[src/hdl/ordered_list_engine_assert.svh]
// Assertion macros for the ordered list engine.
// Uses the clk_i and rst_ni ports of the module that includes it.
`ifndef ORDERED_LIST_ENGINE_ASSERT_SVH
`define ORDERED_LIST_ENGINE_ASSERT_SVH

// Check cons in the same cycle as ante.
`define OLE_ASSERT_SAME(name, ante, cons, msg) \
  name: assert property (@(posedge clk_i) disable iff (!rst_ni) (ante) |-> (cons)) \
    else $error(msg);

// Check cons in the cycle after ante.
`define OLE_ASSERT_NEXT(name, ante, cons, msg) \
  name: assert property (@(posedge clk_i) disable iff (!rst_ni) (ante) |=> (cons)) \
    else $error(msg);

`endif

[src/hdl/ole_pkg.sv]
// Shared constants, codes and types for the ordered list engine.
// No dependencies; used by ole_cell and ordered_list_engine.
`default_nettype none

package ole_pkg;

  localparam int unsigned DEPTH  = 64;
  localparam int unsigned DATA_W = 32;
  localparam int unsigned IDX_W  = $clog2(DEPTH);
  localparam int unsigned CNT_W  = IDX_W + 1;
  localparam int unsigned CMD_W  = 3;
  localparam int unsigned ST_W   = 2;
  localparam int unsigned GRP    = 8;
  localparam int unsigned GRP_W  = $clog2(GRP);
  localparam int unsigned NGRP   = DEPTH / GRP;
  localparam int unsigned NGRP_W = $clog2(NGRP);

  typedef enum logic [CMD_W-1:0] {
    CMD_PUSH   = 3'd0,
    CMD_POP    = 3'd1,
    CMD_INSERT = 3'd2,
    CMD_DELETE = 3'd3,
    CMD_READ   = 3'd4,
    CMD_LOCATE = 3'd5,
    CMD_CLEAR  = 3'd6
  } cmd_e;

  typedef enum logic [ST_W-1:0] {
    ST_OK      = 2'd0,
    ST_FULL    = 2'd1,
    ST_EMPTY   = 2'd2,
    ST_CLAMPED = 2'd3
  } status_e;

  typedef enum logic [1:0] {
    OP_HOLD       = 2'd0,
    OP_LOAD       = 2'd1,
    OP_FROM_LOWER = 2'd2,
    OP_FROM_UPPER = 2'd3
  } cell_op_e;

  typedef struct packed {
    cell_op_e op;
    logic     chk;
  } cell_ctrl_t;

endpackage

`default_nettype wire

[src/hdl/ole_cell.sv]
// One storage cell of the ordered list: holds one word, shifts with its neighbors.
// Depends on ole_pkg.
`default_nettype none

module ole_cell (
  input  wire logic                        clk_i,
  input  wire ole_pkg::cell_ctrl_t         ctrl_i,
  input  wire logic [ole_pkg::DATA_W-1:0]  lower_i,
  input  wire logic [ole_pkg::DATA_W-1:0]  upper_i,
  input  wire logic [ole_pkg::DATA_W-1:0]  value_i,
  output logic      [ole_pkg::DATA_W-1:0]  word_o,
  output logic                             match_o
);

  logic [ole_pkg::DATA_W-1:0] word_q, word_d;

  always_comb begin
    case (ctrl_i.op)
      ole_pkg::OP_LOAD:       word_d = value_i;
      ole_pkg::OP_FROM_LOWER: word_d = lower_i;
      ole_pkg::OP_FROM_UPPER: word_d = upper_i;
      default:                word_d = word_q;
    endcase
  end

  always_ff @(posedge clk_i) begin
    word_q <= word_d;
  end

  assign word_o  = word_q;
  assign match_o = ctrl_i.chk && (word_q == value_i);

endmodule

`default_nettype wire
[config.mk]
export PLATFORM = sky130hd
export DESIGN_NAME = ole_cell
export DESIGN_NICKNAME = d
export VERILOG_FILES = /design/src/hdl/ordered_list_engine_assert.svh /design/src/hdl/ole_pkg.sv /design/src/hdl/ole_cell.sv
export SDC_FILE = /design/constraint.sdc
export NUM_CORES = 1
export LEC_CHECK = 0
export ABC_AREA = 1
export ABC_CLOCK_PERIOD_IN_PS = 1600
export BUFFER_PORTS_ARGS = -buffer_cell sky130_fd_sc_hd__buf_2
export CORE_ASPECT_RATIO = 2
export CORE_MARGIN = 4
export CORE_UTILIZATION = 40
export CTS_BUF_LIST = sky130_fd_sc_hd__clkbuf_8
export CTS_CLUSTER_SIZE = 25
export DETAILED_ROUTE_END_ITERATION = 6
export PLACE_DENSITY = 0.78
export SLEW_MARGIN = 10
export SYNTH_ARGS = -nofsm -noshare
export SYNTH_HDL_FRONTEND = slang
export SYNTH_SLANG_ARGS = --single-unit
[constraint.sdc]
create_clock -name clk_i -period 1.6 [get_ports clk_i]
set_input_delay 0.08 -clock clk_i [delete_from_list [all_inputs] [get_ports clk_i]]
set_output_delay 0.08 -clock clk_i [all_outputs]
set_load 0.02 [all_outputs]
==> impl_metrics.tcl <==
set metrics [dict create \
    status "finished, violations left" \
    violations "negative setup slack" \
    grt_use_total_pct 19.2 \
    setup_viol 1 \
    cts_tree "yes" \
    synth_compound_area_share_pct 7.73 \
    place_area_mm2 0.00287 \
    max_freq_ghz 0.624 \
    yosys_warnings 0 \
    clkPwrFrac_pct 24.9 \
    synth_edf_count 32 \
    syn-num-nets 395 \
    hold_path_class "in -> reg" \
    synth-xor-area-share_pct 3.98 \
    drive_gt1_share_pct 35.8 \
    whs_path_depth 3 \
    diodes 0 \
    synth_area_mm2 0.00220 \
    ios 133 \
    root_buffer "clkbuf_8" \
    rows 38 \
    grt_antenna_before_repair 0 \
    core_area_mm2 0.00537 \
    grt_pass1_vias 2273 \
    end_kind "primary output" \
    gr-total-overflow 0 \
    worstPathMaxFanout 3 \
    critPathKind "reg -> out" \
    grt_pass1_wl_um 9940 \
    p_comb_share_pct 29.5 \
    die_h_um 113 \
    power.internal_mw 1.63 \
    vias_per_cell 4.99 \
    switching_share_pct 33.2 \
    cts_sinks 32 \
    hold_viol_final 0 \
    arrival_ps 1520 \
    synth-simple-area-share_pct 33.5 \
    ir_drop_mv 0.689 \
    num_vias 2422 \
    clkTransAtPathRegs_ps 80 \
    drcViolationCount 0 \
    cap_violations 0 \
    synth_mux_area_share_pct 0 \
    wl_per_cell_um 13.6 \
    rsz0062_at_grt "yes" \
    drv_slew 0 \
    holdBufCountCts 0 \
    initialDrtViolationCount 108 \
    required_ps 1520 \
    final.setup.worst_slack_ps -1.48 \
    p_sw_mw 0.812 \
    async_reset_ff_share_pct 0 \
    die_width_um 60.5 \
    nets 524 \
    synth_top_family_by_area "simple AND/OR/NAND/NOR gates" \
    largest_register_ff_count 32 \
    pre_cts_slack_ps 266 \
    initial_core_util_pct 41.0 \
    die_area_mm2 0.00682 \
    min_period_over_period_pct 100 \
    p_per_area_mw_per_mm2 819 \
    synthAdderAreaFrac_pct 0 \
    period_needed_ps 1600 \
    antenna_left 0 \
    htreeDepth 2 \
    max_slew_margin_pct 46.7 \
    wirelength_um 6620 \
    syn_inst 295 \
    leakage_nw 1.55 \
    ys_seq_area_share_pct 43.7 \
    cts_buffers 5 \
    synthDistinctLibCells 17 \
    stdcell_area_mm2 0.00298 \
    grt_max_degree 34 \
    setup_tns_ps -1.48 \
    p_seq_share_pct 45.6 \
    first_pass_iters 4 \
    final.fill_count 525 \
    ys_seq_elements 32 \
    port_buffers 132 \
    syn_avg_cell_area_um2 7.46 \
    cts_buffer_depth 2 \
    area_growth_pct 35.5 \
    synthFlopType "edfxtp_1" \
    cp-start-kind "flip-flop" \
    hpwl_um 5130 \
    place.gp.congestion 0.885 \
    tightest_slew_ps 800 \
]
routing by layer:
layer / GRT usage [%] / vias up / wire, µm
met2: 36.0 / 96 / 3630
li1: - / 1218 / -
met4: 8.83 / 0 / 207
met1: 19.1 / 1093 / 2310
met3: 3.42 / 15 / 464
met5: 0 / - / 0
metrics by stage:
stage	hold slack, ps	power [mW]	util (%)	std cells
finish	62.6	2.44	55.5	485
global route	70.3	2.59	55.5	485
CTS	56.1	2.46	55.0	484
detailed placement	363	1.84	53.4	476
global placement	355	1.83	53.4	476
floorplan	270	1.55	-	295
worst max-delay path, cell delays in order, from the launching register on:
cell      delay, ps
edfxtp_1        420
nand2_1          90
nand2_1          60
nor2_1           80
nand2_1          80
nor2_2          140
nand3_2         110
nor2_2          130
buf_6           130
Yosys cell counts, types with 2 or more instances:
| cell type | instances | area share (%) |
|---|---|---|
| xnor2_1 | 7 | 2.8 |
| nor2_1 | 16 | 2.7 |
| o211ai_1 | 20 | 6.8 |
| edfxtp_1 | 32 | 44 |
| o21ai_0 | 4 | 0.91 |
| nand2_1 | 108 | 18 |
| buf_4 | 2 | 0.68 |
| xor2_1 | 3 | 1.2 |
| buf_2 | 8 | 1.8 |
| nand3_1 | 48 | 11 |
| buf_6 | 3 | 1.5 |
| inv_1 | 39 | 6.7 |
final timing paths:
kind	end	start
max	match_o	word_o[13]
min	word_o[2]	lower_i[2]
cell usage in the layout (no fill, tap or decap), types with 2 or more instances in the layout:
master      n
clkinv_2    2
inv_1      39
xor2_1      3
buf_4       4
nand2_1   108
clkbuf_8    5
nand3_1    47
buf_2     131
o21ai_0     2
o211ai_1   20
xnor2_1     7
nor2_2      4
nor2_1     12
edfxtp_1   32
layout make-up:
cell class	count	area (µm²)	area share (%)
flip-flops and latches	32	961	32.2
clock inverters	3	13.8	0.462
inverters	40	153	5.12
well taps	60	75.1	2.52
repair buffers	136	697	23.4
multi-input cells	209	1010	34.0
clock buffers	5	68.8	2.31
power groups by stage:
stage	logic, mW	registers, mW	clock network [mW]
floorplan	0.299	1.25	0
global placement	0.706	1.13	0
detailed placement	0.713	1.13	0
CTS	0.716	1.12	0.627
global route	0.797	1.13	0.662
finish	0.720	1.11	0.608
cells by family (layout without fill, tap and decap cells):
kind of cell,after synthesis,after routing
AO/OA/AOI/OAI,24,24
XOR/XNOR,10,10
buffers and inverters,54,184
flip-flops,32,32
AND/OR/NAND/NOR,175,175
repair_timing:
item,CTS,global route
setup endpoints to repair,1,1
pin swaps,0,13
buffers inserted,0,1
resized for setup,2,8
Note: power is estimated with default switching activity, not from simulation.
